## src/sv/plix_pkg.sv

```systemverilog
// shared types, constants and state codes of the piecewise linear interpolator
package plix_pkg;

    localparam int MAX_POINTS_DEF = 16;
    localparam int FRAC_BITS_DEF  = 16;

    localparam int WORD_W    = 32;
    localparam int MAG_W     = 33;
    localparam int ALU_W     = 35;
    localparam int CNT_W     = 6;
    localparam int PC_W      = 5;
    localparam int PC_RESET  = 2;

    localparam int S_TDATA_W = 104;
    localparam int S_TUSER_W = 1;
    localparam int M_TDATA_W = 64;
    localparam int M_TUSER_W = 3;

    // iteration counts of the shared unit
    localparam int SLOPE_STEPS = 32;
    localparam int VALUE_STEPS = 33;
    localparam int MUL_STEPS   = 33;

    localparam logic [WORD_W-1:0] INT_MAX = 32'h7FFF_FFFF;
    localparam logic [WORD_W-1:0] INT_MIN = 32'h8000_0000;
    // quotient magnitude that saturates any 32-bit result
    localparam logic [ALU_W-1:0]  SAT_MAG = {2'b01, 33'd0};

    typedef enum logic {
        ALU_ADD,
        ALU_SUB
    } t_alu_op;

    typedef struct packed {
        t_alu_op          op;
        logic [ALU_W-1:0] a;
        logic [ALU_W-1:0] b;
    } t_alu_req;

    typedef struct packed {
        logic [ALU_W-1:0] res;
        logic             borrow;
    } t_alu_rsp;

    typedef enum logic {
        CMD_LOAD = 1'b0,
        CMD_EVAL = 1'b1
    } t_cmd;

    typedef enum logic [1:0] {
        REGION_INTERIOR = 2'd0,
        REGION_BELOW    = 2'd1,
        REGION_ABOVE    = 2'd2
    } t_region;

    typedef enum logic [3:0] {
        S_IDLE,
        S_SRCH,
        S_GET_HI,
        S_GET_LO,
        S_DY,
        S_T,
        S_ABS_DX,
        S_ABS_DY,
        S_ABS_T,
        S_SL_SET,
        S_DIV,
        S_SL_FIN,
        S_MUL,
        S_V_SET,
        S_V_FIN,
        S_DONE
    } t_state;

endpackage

```

## src/sv/plix_alu.sv

```systemverilog
// shared add/subtract unit with unsigned borrow, used for compare, multiply and divide steps
module plix_alu (
    input  plix_pkg::t_alu_req i_req,
    output plix_pkg::t_alu_rsp o_rsp
);

    logic [plix_pkg::ALU_W-1:0] w_b;
    logic                       w_cin;
    logic [plix_pkg::ALU_W:0]   w_sum;

    always_comb begin
        case (i_req.op)
            plix_pkg::ALU_ADD: begin
                w_b   = i_req.b;
                w_cin = 1'b0;
            end
            plix_pkg::ALU_SUB: begin
                w_b   = ~i_req.b;
                w_cin = 1'b1;
            end
            default: begin
                w_b   = i_req.b;
                w_cin = 1'b0;
            end
        endcase
    end

    assign w_sum = {1'b0, i_req.a} + {1'b0, w_b} + {{plix_pkg::ALU_W{1'b0}}, w_cin};

    assign o_rsp.res    = w_sum[plix_pkg::ALU_W-1:0];
    // no carry out of a subtract means a < b
    assign o_rsp.borrow = ~w_sum[plix_pkg::ALU_W];

endmodule

```

## src/sv/plix_table.sv

```systemverilog
// breakpoint memory: key and value arrays, one write port, one registered read port
module plix_table #(
    parameter  int DEPTH = plix_pkg::MAX_POINTS_DEF,
    localparam int IW    = $clog2(DEPTH)
) (
    input  logic                        i_clk,
    input  logic                        i_wr_en,
    input  logic [IW-1:0]               i_wr_addr,
    input  logic [plix_pkg::WORD_W-1:0] i_wr_key,
    input  logic [plix_pkg::WORD_W-1:0] i_wr_value,
    input  logic [IW-1:0]               i_rd_addr,
    output logic [plix_pkg::WORD_W-1:0] o_rd_key,
    output logic [plix_pkg::WORD_W-1:0] o_rd_value
);

    logic [plix_pkg::WORD_W-1:0] r_keys   [DEPTH];
    logic [plix_pkg::WORD_W-1:0] r_values [DEPTH];
    logic [plix_pkg::WORD_W-1:0] r_rd_key;
    logic [plix_pkg::WORD_W-1:0] r_rd_value;

    always_ff @(posedge i_clk) begin
        if (i_wr_en) begin
            r_keys[i_wr_addr]   <= i_wr_key;
            r_values[i_wr_addr] <= i_wr_value;
        end
        r_rd_key   <= r_keys[i_rd_addr];
        r_rd_value <= r_values[i_rd_addr];
    end

    assign o_rd_key   = r_rd_key;
    assign o_rd_value = r_rd_value;

endmodule

```

## src/sv/piecewise_linear_interpolator_unit.sv

```systemverilog
// piecewise linear interpolator top level: sequencer around the shared unit and the breakpoint memory
//
//  channel  dir  handshake                          payload (lowest bits first)
//  s_axis   in   i_s_axis_tvalid/o_s_axis_tready    tdata: point_index, key, value, query
//                                                   tuser: command
//  m_axis   out  o_m_axis_tvalid/i_m_axis_tready    tdata: result_value, result_slope
//                                                   tuser: region, segment_error
//  cfg      in   i_cfg_wr_en                        i_cfg_wr_data: point_count
//
// a load is written into the table when it is taken. an evaluate scans the keys, reads the two
// breakpoints of its segment and finds the slope; when clamped it returns the end value, and in
// the interior it goes on to the interpolated value. a zero-width segment finishes once its
// differences are formed, and an overflowing quotient skips its divide steps. it all runs on the
// one add/subtract unit: 32 divide steps for the slope, 33 multiply and 33 divide for the value.
// reset is synchronous, active low; it clears the sequencer, point_count (to 2) and the
// output valid. the result waits in an output register, and loads are taken meanwhile.
module piecewise_linear_interpolator_unit #(
    parameter int MAX_POINTS = plix_pkg::MAX_POINTS_DEF,
    parameter int FRAC_BITS  = plix_pkg::FRAC_BITS_DEF
) (
    input  logic                           i_clk,
    input  logic                           i_rst_n,
    input  logic                           i_cfg_wr_en,
    input  logic [plix_pkg::PC_W-1:0]      i_cfg_wr_data,
    input  logic                           i_s_axis_tvalid,
    output logic                           o_s_axis_tready,
    // point_index[3:0], key[35:4], value[67:36], query[99:68], zeros above
    input  logic [plix_pkg::S_TDATA_W-1:0] i_s_axis_tdata,
    // command[0]
    input  logic [plix_pkg::S_TUSER_W-1:0] i_s_axis_tuser,
    output logic                           o_m_axis_tvalid,
    input  logic                           i_m_axis_tready,
    // result_value[31:0], result_slope[63:32]
    output logic [plix_pkg::M_TDATA_W-1:0] o_m_axis_tdata,
    // region[1:0], segment_error[2]
    output logic [plix_pkg::M_TUSER_W-1:0] o_m_axis_tuser
);

    localparam int IW = $clog2(MAX_POINTS);
    localparam int W  = plix_pkg::WORD_W;
    localparam int AW = plix_pkg::ALU_W;
    localparam int MW = plix_pkg::MAG_W;

    function automatic logic [AW-1:0] f_sext(input logic [W-1:0] v);
        return {{(AW-W){v[W-1]}}, v};
    endfunction

    function automatic logic [W-1:0] f_sat32(input logic [AW-1:0] v);
        logic [AW-W:0] top;
        top = v[AW-1:W-1];
        if (top == '0 || top == '1) begin
            return v[W-1:0];
        end
        return v[AW-1] ? plix_pkg::INT_MIN : plix_pkg::INT_MAX;
    endfunction

    // input fields
    logic [3:0]         w_pidx;
    logic [W-1:0]       w_key;
    logic [W-1:0]       w_value;
    logic [W-1:0]       w_query;
    plix_pkg::t_cmd     w_cmd;
    logic               w_s_acc;
    logic [IW+3:0]      w_slot_wide;
    logic [IW-1:0]      w_wr_addr;
    logic               w_slot_ok;
    logic               w_load;
    logic [31:0]        w_pc32;
    logic [31:0]        w_last32;
    logic [IW-1:0]      w_last;
    logic [63:0]        w_shifted;
    logic [AW-1:0]      w_rem2;
    logic [AW-1:0]      w_fin_mag;

    // table read side
    logic [IW-1:0]      n_rd_addr;
    logic [W-1:0]       w_rd_key;
    logic [W-1:0]       w_rd_value;

    plix_pkg::t_alu_req w_alu_req;
    plix_pkg::t_alu_rsp w_alu_rsp;

    plix_pkg::t_state   r_state, n_state;
    logic [plix_pkg::PC_W-1:0] r_point_count;
    logic [W-1:0]       r_query, n_query;
    logic [IW-1:0]      r_last, n_last;
    logic [IW-1:0]      r_idx, n_idx;
    logic [IW-1:0]      r_lo_idx, n_lo_idx;
    plix_pkg::t_region  r_region, n_region;
    logic [W-1:0]       r_x1, n_x1;
    logic [W-1:0]       r_y1, n_y1;
    logic [W-1:0]       r_x0, n_x0;
    logic [W-1:0]       r_y0, n_y0;
    logic [AW-1:0]      r_dx, n_dx;
    logic [AW-1:0]      r_dy, n_dy;
    logic [AW-1:0]      r_t, n_t;
    logic               r_neg_dx, n_neg_dx;
    logic               r_neg_dy, n_neg_dy;
    logic               r_neg_t, n_neg_t;
    logic [AW-1:0]      r_rem, n_rem;
    logic [MW-1:0]      r_lo, n_lo;
    logic [MW-1:0]      r_quo, n_quo;
    logic [plix_pkg::CNT_W-1:0] r_cnt, n_cnt;
    logic               r_over, n_over;
    logic               r_is_val, n_is_val;
    logic [W-1:0]       r_slope, n_slope;
    logic [W-1:0]       r_val, n_val;
    logic               r_err, n_err;
    logic               r_out_valid, n_out_valid;
    logic [W-1:0]       r_out_value, n_out_value;
    logic [W-1:0]       r_out_slope, n_out_slope;
    plix_pkg::t_region  r_out_region, n_out_region;
    logic               r_out_err, n_out_err;

    assign w_pidx  = i_s_axis_tdata[3:0];
    assign w_key   = i_s_axis_tdata[35:4];
    assign w_value = i_s_axis_tdata[67:36];
    assign w_query = i_s_axis_tdata[99:68];
    assign w_cmd   = plix_pkg::t_cmd'(i_s_axis_tuser[0]);

    assign o_s_axis_tready = (r_state == plix_pkg::S_IDLE);
    assign w_s_acc         = i_s_axis_tvalid && o_s_axis_tready;

    assign w_slot_wide = {{IW{1'b0}}, w_pidx};
    assign w_wr_addr   = w_slot_wide[IW-1:0];
    assign w_slot_ok   = ({28'd0, w_pidx} < 32'(MAX_POINTS));
    assign w_load      = w_s_acc && (w_cmd == plix_pkg::CMD_LOAD) && w_slot_ok;

    // index of the last breakpoint in use, count clamped to [2, MAX_POINTS]
    assign w_pc32   = {27'd0, r_point_count};
    assign w_last32 = (w_pc32 < 32'd2) ? 32'd1 :
                      (w_pc32 > 32'(MAX_POINTS)) ? 32'(MAX_POINTS - 1) : w_pc32 - 32'd1;
    assign w_last   = w_last32[IW-1:0];

    // slope dividend |dy| << FRAC_BITS
    assign w_shifted = {31'd0, r_dy[MW-1:0]} << FRAC_BITS;
    assign w_rem2    = {r_rem[AW-2:0], r_lo[MW-1]};
    assign w_fin_mag = r_over ? plix_pkg::SAT_MAG : {{(AW-MW){1'b0}}, r_quo};

    plix_table #(
        .DEPTH (MAX_POINTS)
    ) u_table (
        .i_clk      (i_clk),
        .i_wr_en    (w_load),
        .i_wr_addr  (w_wr_addr),
        .i_wr_key   (w_key),
        .i_wr_value (w_value),
        .i_rd_addr  (n_rd_addr),
        .o_rd_key   (w_rd_key),
        .o_rd_value (w_rd_value)
    );

    plix_alu u_alu (
        .i_req (w_alu_req),
        .o_rsp (w_alu_rsp)
    );

    always_ff @(posedge i_clk) begin
        if (!i_rst_n) begin
            r_state       <= plix_pkg::S_IDLE;
            r_point_count <= plix_pkg::PC_W'(plix_pkg::PC_RESET);
            r_out_valid   <= 1'b0;
        end else begin
            r_state     <= n_state;
            r_out_valid <= n_out_valid;
            if (i_cfg_wr_en) begin
                r_point_count <= i_cfg_wr_data;
            end
        end
    end

    always_ff @(posedge i_clk) begin
        r_query      <= n_query;
        r_last       <= n_last;
        r_idx        <= n_idx;
        r_lo_idx     <= n_lo_idx;
        r_region     <= n_region;
        r_x1         <= n_x1;
        r_y1         <= n_y1;
        r_x0         <= n_x0;
        r_y0         <= n_y0;
        r_dx         <= n_dx;
        r_dy         <= n_dy;
        r_t          <= n_t;
        r_neg_dx     <= n_neg_dx;
        r_neg_dy     <= n_neg_dy;
        r_neg_t      <= n_neg_t;
        r_rem        <= n_rem;
        r_lo         <= n_lo;
        r_quo        <= n_quo;
        r_cnt        <= n_cnt;
        r_over       <= n_over;
        r_is_val     <= n_is_val;
        r_slope      <= n_slope;
        r_val        <= n_val;
        r_err        <= n_err;
        r_out_value  <= n_out_value;
        r_out_slope  <= n_out_slope;
        r_out_region <= n_out_region;
        r_out_err    <= n_out_err;
    end

    always_comb begin
        n_state      = r_state;
        n_query      = r_query;
        n_last       = r_last;
        n_idx        = r_idx;
        n_lo_idx     = r_lo_idx;
        n_region     = r_region;
        n_x1         = r_x1;
        n_y1         = r_y1;
        n_x0         = r_x0;
        n_y0         = r_y0;
        n_dx         = r_dx;
        n_dy         = r_dy;
        n_t          = r_t;
        n_neg_dx     = r_neg_dx;
        n_neg_dy     = r_neg_dy;
        n_neg_t      = r_neg_t;
        n_rem        = r_rem;
        n_lo         = r_lo;
        n_quo        = r_quo;
        n_cnt        = r_cnt;
        n_over       = r_over;
        n_is_val     = r_is_val;
        n_slope      = r_slope;
        n_val        = r_val;
        n_err        = r_err;
        n_out_valid  = r_out_valid;
        n_out_value  = r_out_value;
        n_out_slope  = r_out_slope;
        n_out_region = r_out_region;
        n_out_err    = r_out_err;
        n_rd_addr    = r_idx;
        w_alu_req.op = plix_pkg::ALU_SUB;
        w_alu_req.a  = '0;
        w_alu_req.b  = '0;

        if (r_out_valid && i_m_axis_tready) begin
            n_out_valid = 1'b0;
        end

        case (r_state)
            plix_pkg::S_IDLE: begin
                n_rd_addr = '0;
                if (w_s_acc && w_cmd == plix_pkg::CMD_EVAL) begin
                    n_query = w_query;
                    n_last  = w_last;
                    n_idx   = '0;
                    n_state = plix_pkg::S_SRCH;
                end
            end
            plix_pkg::S_SRCH: begin
                // signed compare as unsigned with sign bits flipped: key >= query
                w_alu_req.a = {{(AW-W){1'b0}}, ~w_rd_key[W-1], w_rd_key[W-2:0]};
                w_alu_req.b = {{(AW-W){1'b0}}, ~r_query[W-1], r_query[W-2:0]};
                if (!w_alu_rsp.borrow) begin
                    if (r_idx == '0) begin
                        n_region  = plix_pkg::REGION_BELOW;
                        n_rd_addr = IW'(1);
                        n_lo_idx  = '0;
                    end else begin
                        n_region  = plix_pkg::REGION_INTERIOR;
                        n_rd_addr = r_idx;
                        n_lo_idx  = r_idx - 1'b1;
                    end
                    n_state = plix_pkg::S_GET_HI;
                end else if (r_idx == r_last) begin
                    n_region  = plix_pkg::REGION_ABOVE;
                    n_rd_addr = r_last;
                    n_lo_idx  = r_last - 1'b1;
                    n_state   = plix_pkg::S_GET_HI;
                end else begin
                    n_idx     = r_idx + 1'b1;
                    n_rd_addr = r_idx + 1'b1;
                end
            end
            plix_pkg::S_GET_HI: begin
                n_x1      = w_rd_key;
                n_y1      = w_rd_value;
                n_rd_addr = r_lo_idx;
                n_state   = plix_pkg::S_GET_LO;
            end
            plix_pkg::S_GET_LO: begin
                w_alu_req.a = f_sext(r_x1);
                w_alu_req.b = f_sext(w_rd_key);
                n_dx        = w_alu_rsp.res;
                n_x0        = w_rd_key;
                n_y0        = w_rd_value;
                n_state     = plix_pkg::S_DY;
            end
            plix_pkg::S_DY: begin
                w_alu_req.a = f_sext(r_y1);
                w_alu_req.b = f_sext(r_y0);
                n_dy        = w_alu_rsp.res;
                n_state     = plix_pkg::S_T;
            end
            plix_pkg::S_T: begin
                w_alu_req.a = f_sext(r_query);
                w_alu_req.b = f_sext(r_x0);
                n_t         = w_alu_rsp.res;
                if (r_dx == '0) begin
                    // zero-width segment
                    n_slope = '0;
                    n_val   = '0;
                    n_err   = 1'b1;
                    n_state = plix_pkg::S_DONE;
                end else begin
                    n_state = plix_pkg::S_ABS_DX;
                end
            end
            plix_pkg::S_ABS_DX: begin
                w_alu_req.b = r_dx;
                n_neg_dx    = r_dx[AW-1];
                if (r_dx[AW-1]) begin
                    n_dx = w_alu_rsp.res;
                end
                n_state = plix_pkg::S_ABS_DY;
            end
            plix_pkg::S_ABS_DY: begin
                w_alu_req.b = r_dy;
                n_neg_dy    = r_dy[AW-1];
                if (r_dy[AW-1]) begin
                    n_dy = w_alu_rsp.res;
                end
                n_state = plix_pkg::S_ABS_T;
            end
            plix_pkg::S_ABS_T: begin
                w_alu_req.b = r_t;
                n_neg_t     = r_t[AW-1];
                if (r_t[AW-1]) begin
                    n_t = w_alu_rsp.res;
                end
                n_state = plix_pkg::S_SL_SET;
            end
            plix_pkg::S_SL_SET: begin
                // quotient of 2^32 or more saturates, so only 32 quotient bits are made
                w_alu_req.a = {{(AW-W){1'b0}}, w_shifted[63:32]};
                w_alu_req.b = r_dx;
                n_rem       = {{(AW-W){1'b0}}, w_shifted[63:32]};
                n_lo        = {w_shifted[31:0], 1'b0};
                n_quo       = '0;
                n_cnt       = plix_pkg::CNT_W'(plix_pkg::SLOPE_STEPS);
                n_is_val    = 1'b0;
                n_over      = !w_alu_rsp.borrow;
                n_state     = w_alu_rsp.borrow ? plix_pkg::S_DIV : plix_pkg::S_SL_FIN;
            end
            plix_pkg::S_DIV: begin
                w_alu_req.a = w_rem2;
                w_alu_req.b = r_dx;
                n_rem       = w_alu_rsp.borrow ? w_rem2 : w_alu_rsp.res;
                n_quo       = {r_quo[MW-2:0], !w_alu_rsp.borrow};
                n_lo        = {r_lo[MW-2:0], 1'b0};
                n_cnt       = r_cnt - 1'b1;
                if (r_cnt == plix_pkg::CNT_W'(1)) begin
                    n_state = r_is_val ? plix_pkg::S_V_FIN : plix_pkg::S_SL_FIN;
                end
            end
            plix_pkg::S_SL_FIN: begin
                w_alu_req.op = (r_neg_dy ^ r_neg_dx) ? plix_pkg::ALU_SUB : plix_pkg::ALU_ADD;
                w_alu_req.b  = w_fin_mag;
                n_slope      = f_sat32(w_alu_rsp.res);
                n_err        = 1'b0;
                case (r_region)
                    plix_pkg::REGION_BELOW: begin
                        n_val   = r_y0;
                        n_state = plix_pkg::S_DONE;
                    end
                    plix_pkg::REGION_ABOVE: begin
                        n_val   = r_y1;
                        n_state = plix_pkg::S_DONE;
                    end
                    default: begin
                        n_rem   = '0;
                        n_lo    = r_t[MW-1:0];
                        n_cnt   = plix_pkg::CNT_W'(plix_pkg::MUL_STEPS);
                        n_state = plix_pkg::S_MUL;
                    end
                endcase
            end
            plix_pkg::S_MUL: begin
                // shift-add: high half in r_rem, multiplier shifts out of r_lo
                w_alu_req.op = plix_pkg::ALU_ADD;
                w_alu_req.a  = r_rem;
                w_alu_req.b  = r_lo[0] ? {{(AW-MW){1'b0}}, r_dy[MW-1:0]} : '0;
                n_rem        = {1'b0, w_alu_rsp.res[AW-1:1]};
                n_lo         = {w_alu_rsp.res[0], r_lo[MW-1:1]};
                n_cnt        = r_cnt - 1'b1;
                if (r_cnt == plix_pkg::CNT_W'(1)) begin
                    n_state = plix_pkg::S_V_SET;
                end
            end
            plix_pkg::S_V_SET: begin
                // a term of 2^33 or more saturates the sum
                w_alu_req.a = r_rem;
                w_alu_req.b = r_dx;
                n_quo       = '0;
                n_cnt       = plix_pkg::CNT_W'(plix_pkg::VALUE_STEPS);
                n_is_val    = 1'b1;
                n_over      = !w_alu_rsp.borrow;
                n_state     = w_alu_rsp.borrow ? plix_pkg::S_DIV : plix_pkg::S_V_FIN;
            end
            plix_pkg::S_V_FIN: begin
                w_alu_req.op = (r_neg_dy ^ r_neg_dx ^ r_neg_t) ?
                               plix_pkg::ALU_SUB : plix_pkg::ALU_ADD;
                w_alu_req.a  = f_sext(r_y0);
                w_alu_req.b  = w_fin_mag;
                n_val        = f_sat32(w_alu_rsp.res);
                n_state      = plix_pkg::S_DONE;
            end
            plix_pkg::S_DONE: begin
                if (!r_out_valid || i_m_axis_tready) begin
                    n_out_valid  = 1'b1;
                    n_out_value  = r_val;
                    n_out_slope  = r_slope;
                    n_out_region = r_region;
                    n_out_err    = r_err;
                    n_state      = plix_pkg::S_IDLE;
                end
            end
            default: begin
                n_state = plix_pkg::S_IDLE;
            end
        endcase
    end

    assign o_m_axis_tvalid = r_out_valid;
    assign o_m_axis_tdata  = {r_out_slope, r_out_value};
    assign o_m_axis_tuser  = {r_out_err, r_out_region};

    a_eval_blocks: assert property (@(posedge i_clk) disable iff (!i_rst_n)
        (w_s_acc && w_cmd == plix_pkg::CMD_EVAL) |=> !o_s_axis_tready)
        else $error("input taken while an evaluate is in progress");

    a_err_zero: assert property (@(posedge i_clk) disable iff (!i_rst_n)
        (o_m_axis_tvalid && o_m_axis_tuser[2]) |-> (o_m_axis_tdata == '0))
        else $error("segment error item carries nonzero value or slope");

    a_mul_bound: assert property (@(posedge i_clk) disable iff (!i_rst_n)
        (r_state == plix_pkg::S_MUL) |-> (r_rem[AW-1:AW-2] == 2'b00))
        else $error("multiply accumulator out of range");

    a_div_rem: assert property (@(posedge i_clk) disable iff (!i_rst_n)
        (r_state == plix_pkg::S_DIV) |-> (r_rem < r_dx))
        else $error("partial remainder not below divisor");

endmodule
```

## config.mk

```make
export PLATFORM = sky130hd
export DESIGN_NAME = piecewise_linear_interpolator_unit
export DESIGN_NICKNAME = d
export VERILOG_FILES = /design/src/sv/plix_pkg.sv /design/src/sv/plix_alu.sv /design/src/sv/plix_table.sv /design/src/sv/piecewise_linear_interpolator_unit.sv
export SDC_FILE = /design/constraint.sdc
export NUM_CORES = 2
export LEC_CHECK = 0
export BUFFER_PORTS_ARGS = -buffer_cell sky130_fd_sc_hd__buf_4
export CORE_ASPECT_RATIO = 1.25
export CORE_MARGIN = 8
export CORE_UTILIZATION = 62
export CTS_CLUSTER_DIAMETER = 30
export DETAILED_ROUTE_END_ITERATION = 8
export GPL_TIMING_DRIVEN = 0
export PLACE_DENSITY_LB_ADDON = 0.15
export SLEW_MARGIN = 25
export SYNTH_ARGS = -nofsm -noshare
export SYNTH_HDL_FRONTEND = slang
export SYNTH_SLANG_ARGS = --single-unit
```

## constraint.sdc

```tcl
create_clock -name i_clk -period 9.9 [get_ports i_clk]
set_input_delay 0.99 -clock i_clk [delete_from_list [all_inputs] [get_ports i_clk]]
set_output_delay 0.99 -clock i_clk [all_outputs]
set_load 0.05 [all_outputs]
```

==> metrics list <==
* Clock Sinks: 1621
- After Yosys synthesis, full adders, half adders and majority gates account for 0.829% of the synthesized area.
- Dominant cell type by area after synthesis: edfxtp_1
* Max_cap viols: 0
- In this run the biggest area consumer among cell types represents 69.0% of the synthesized area.
- The checks that failed: negative setup slack.
- From synthesis to final layout, the design area changed by 20.4%.
* Fin. max-slew vios: 0
* Count of H-tree levels built during CTS: 4
- By area, the combinational part of the netlist is dominated by multiplexers.
- During synthesis, Yosys emitted a total of 0 warnings.
* Final total negative setup slack: -0.0625 ns
* Via-to-Cell Ratio: 6.77
- The first TritonRoute pass finished after 8 iterations.
- Worst-case setup slack after placement: -0.213 ns
- The final hold violation count came to 0.
- After Yosys synthesis, XOR and XNOR cells account for 0.989% of the synthesized area.
- The critical path is of the flip-flop to flip-flop type.
- The total overflow left after global routing is 0.
- Normalized max-slew margin: 21.4%
- Via Count: 43200
- Switching pwr: 7.10 mW
* Number of buffers between clock root and the deepest sink: 3
- Multiplexer cells account for 10.6% of the synthesized area.
- Relative contribution of sequential cells to total power: 37.5%
* Transition time at the pin with the least slew margin: 1.18 ns
- Switching Share: 32.4%
- For this configuration, the core starts out at a cell density of 62.3%.
- Across all setup checks in the final design, the least slack found is -0.0424 ns.
- In the final routed layout, each cell accounts on average for 34.8 um.
- DRC violation count after routing: 0
* Path class of the lowest-slack min-delay path: primary input to flip-flop
- Data on the critical path is required at its endpoint by 10.53 ns.
- Delay of the slowest cell on the worst path: 0.66 ns
- Average instance area after synthesis: 16.0 um^2
- Dividing total power by cell area gives a power density of 270 nW/um^2.
- STA puts the critical path data arrival time at 10.57 ns.
* Top cells by area, synth: edfxtp_1 (69%), mux2i_1 (6.3%), dfxtp_1 (2.2%)
- # hold bufs at CTS: 0
- Later-pin clock latency in the skew report: 0.86 ns
* Maximum clock frequency: 101 MHz
- The count of nets left with antenna violations once routing finished came out at 0.
* Final worst path period need: 9.94 ns
- In this run the static leakage power is 27.0 nW.
- Combinational Power Share: 24.2%
* Site Rows: 135
- Synth Instances: 4196
- Setup repair after global routing left no endpoint under its margin.
* Vias in the first global route: 43000
* Post-synthesis sequential area ratio: 71.2%
* Count of fill cells added during filler insertion: 6392
- Dividing the final minimum period by the clock period gives 100%.
* Clock buffer count from CTS: 229
* Placer congestion estimate: 1.10
* Most common flop cell mapped by yosys: edfxtp_1
- Ratio of cells with drive above 1 in the final layout: 22.6%
* Number of DRC markers in iteration 0: 6023
- Summing every instance area after synthesis gives 67300 um^2.
* Width of the die: 311 um
- The flow ran to the end, but the final reports show violations.
- Summing the areas of all and, or, nand and nor instances in the mapped netlist gives 5.05% of the synthesized area.
* PnR Total Power: 21.9 mW
- After legalization and detailed placement, the total HPWL measured 157000 um.
- The worst setup path is captured at a flip-flop.
- Register bit count reported by yosys: 1621
- TritonCTS built the clock tree.
* Core Footprint: 108000 um^2
* Critical Path Source Type: flip-flop
- Hold slack: 0.324 ns
- # port buffers: 177
- The number of antenna violations at the first check in global routing was 26.
- Summing the areas of all compound-gate instances in the mapped netlist gives 9.14% of the synthesized area.
* Layout Nets: 4884
- In the synthesized netlist the async set-or-reset flop fraction comes to 0%.
- Per report_power, the clock group accounts for 38.3% of the total.
- Clock tree root driver cell: clkbuf_16
* Ranking of synthesized cells by instance count: edfxtp_1 (1547), mux2i_1 (426), nor2_1 (236), nand2_1 (211), clkbuf_1 (168)
- Pin count of the biggest net entering global routing: 41
* Height of the die: 384 um
* Syn Nets: 4355
- Layout Skew: 0.0508 ns
- Internal Power: 14.8 mW
- The first global-routing pass estimated 311000 um of wire.
- Global routing consumed, over all layers together, 36.5% of the routing resources.
- In this run the worst path has a maximum fanout of 10.
- IR analysis of the VDD net gives a maximum drop of 0.256 mV.
- WL final: 222000 um
- On the critical path, the stage with the largest delay is an instance of nor2_2.
* Number of setup violations in the final report: 3
* Number of enable-type register cells in the synthesized netlist: 1547
- Die area: 119000 um^2
- After clock tree synthesis, the clock-pin slew on the worst setup and hold paths is 0.06 ns.
- edfxtp_1 is the most common cell in the netlist.
* I/O pin count: 184
- Counting distinct cell types in the post-synthesis netlist gives 84.
## cells in the final DEF, fill, tap and decap left out, drive strengths merged, types with 87 or more instances in the layout
cell type  Yosys  layout
edfxtp      1547    1547
nand2        211     211
a222oi        87      87
mux2         128     128
mux2i        426     426
a21oi        126     126
buf          103     401
clkbuf       168     411
nor2         236     236
a22oi        144     144
## stage by stage
stage                     util, %  std cells  cell area, um^2
after global routing         75.0       6371            81000
after detailed placement     67.4       5923            72800
after floorplan                 -       4196            67300
final                        75.1       6385            81000
after CTS                    74.9       6357            80900
after global placement       65.2       5811            70400
## power groups by stage
stage | Combinational (mW) | Sequential, mW | Clock (mW)
floorplan | 2.84 | 8.18 | 0
global placement | 4.80 | 8.33 | 0
detailed placement | 5.04 | 8.33 | 0
CTS | 5.11 | 8.19 | 8.40
global route | 5.42 | 8.21 | 8.68
finish | 5.30 | 8.21 | 8.39
## cell families after synthesis
family                   Yosys count
AND/OR/NAND/NOR                  728
XOR/XNOR                          76
AO/OA/AOI/OAI                    802
buffers and inverters            307
adder cells (fa/ha/maj)           44
multiplexers                     618
flip-flops                      1621
## metal layers
layer	track usage [%]	part of all wire (%)
met5	0	0.037
met4	28.5	8.7
met3	8.17	9.5
met2	59.1	48
met1	42.5	34
## state kept, by name, summed over array words and instances, names as in the netlist, 32 cells and up
| name | flops |
|---|---|
| r_dx | 35 |
| r_dy | 35 |
| r_lo | 33 |
| r_out_slope | 32 |
| r_out_value | 32 |
| r_query | 32 |
| r_quo | 33 |
| r_rem | 35 |
| r_slope | 32 |
| r_t | 35 |
| r_val | 32 |
| r_x0 | 32 |
| r_x1 | 32 |
| r_y0 | 32 |
| r_y1 | 32 |
| u_table.o_rd_key | 32 |
| u_table.o_rd_value | 32 |
| u_table.r_keys | 512 |
| u_table.r_values | 512 |
## area by class of cell
class	instances	area [um^2]	share of cell area (%)
Multi-Input combinational cell	2268	18400	22.7
Antenna cell	21	52.6	0.0649
Inverter	36	135	0.167
Tap cell	1438	1800	2.22
Clock inverter	189	2240	2.76
Buffer	271	1310	1.62
Clock buffer	243	5820	7.19
Sequential cell	1621	47900	59.2
Timing Repair Buffer	298	3340	4.12
## worst max-delay path, delay by kind of cell, from the launching register on
kind	cells	cell delay, ns
and+or+nand+nor	8	2.62
AOI/OAI and AO/OA	6	2.32
adders and majority gates	1	0.31
DFF	1	0.30
xor gates and xnor gates	1	0.08
muxes	2	0.64
buffers and inverters	11	3.37
## timing repair
action                     in CTS  in global routing
setup endpoints to repair      17                 60
buffers inserted                2                  2
pin swaps                       1                  1
resized for setup               2                  3
## path summary, 6_finish.rpt
check                                               start                             end  slack, ns  depth (start not counted)
worst max-delay path              r_state[2]$_SDFFE_PN0P_  u_table.o_rd_value[30]$_DFF_P_      -0.04                         29
worst min-delay path                   i_s_axis_tdata[99]           r_query[31]$_DFFE_PP_       0.32                          1
worst max register to register    r_state[2]$_SDFFE_PN0P_  u_table.o_rd_value[30]$_DFF_P_      -0.04                         29
worst min register to register  r_slope[31]$_SDFFCE_PP0P_       r_out_slope[31]$_DFFE_PP_       0.40                          0
Note: power is estimated with default switching activity, not from simulation.
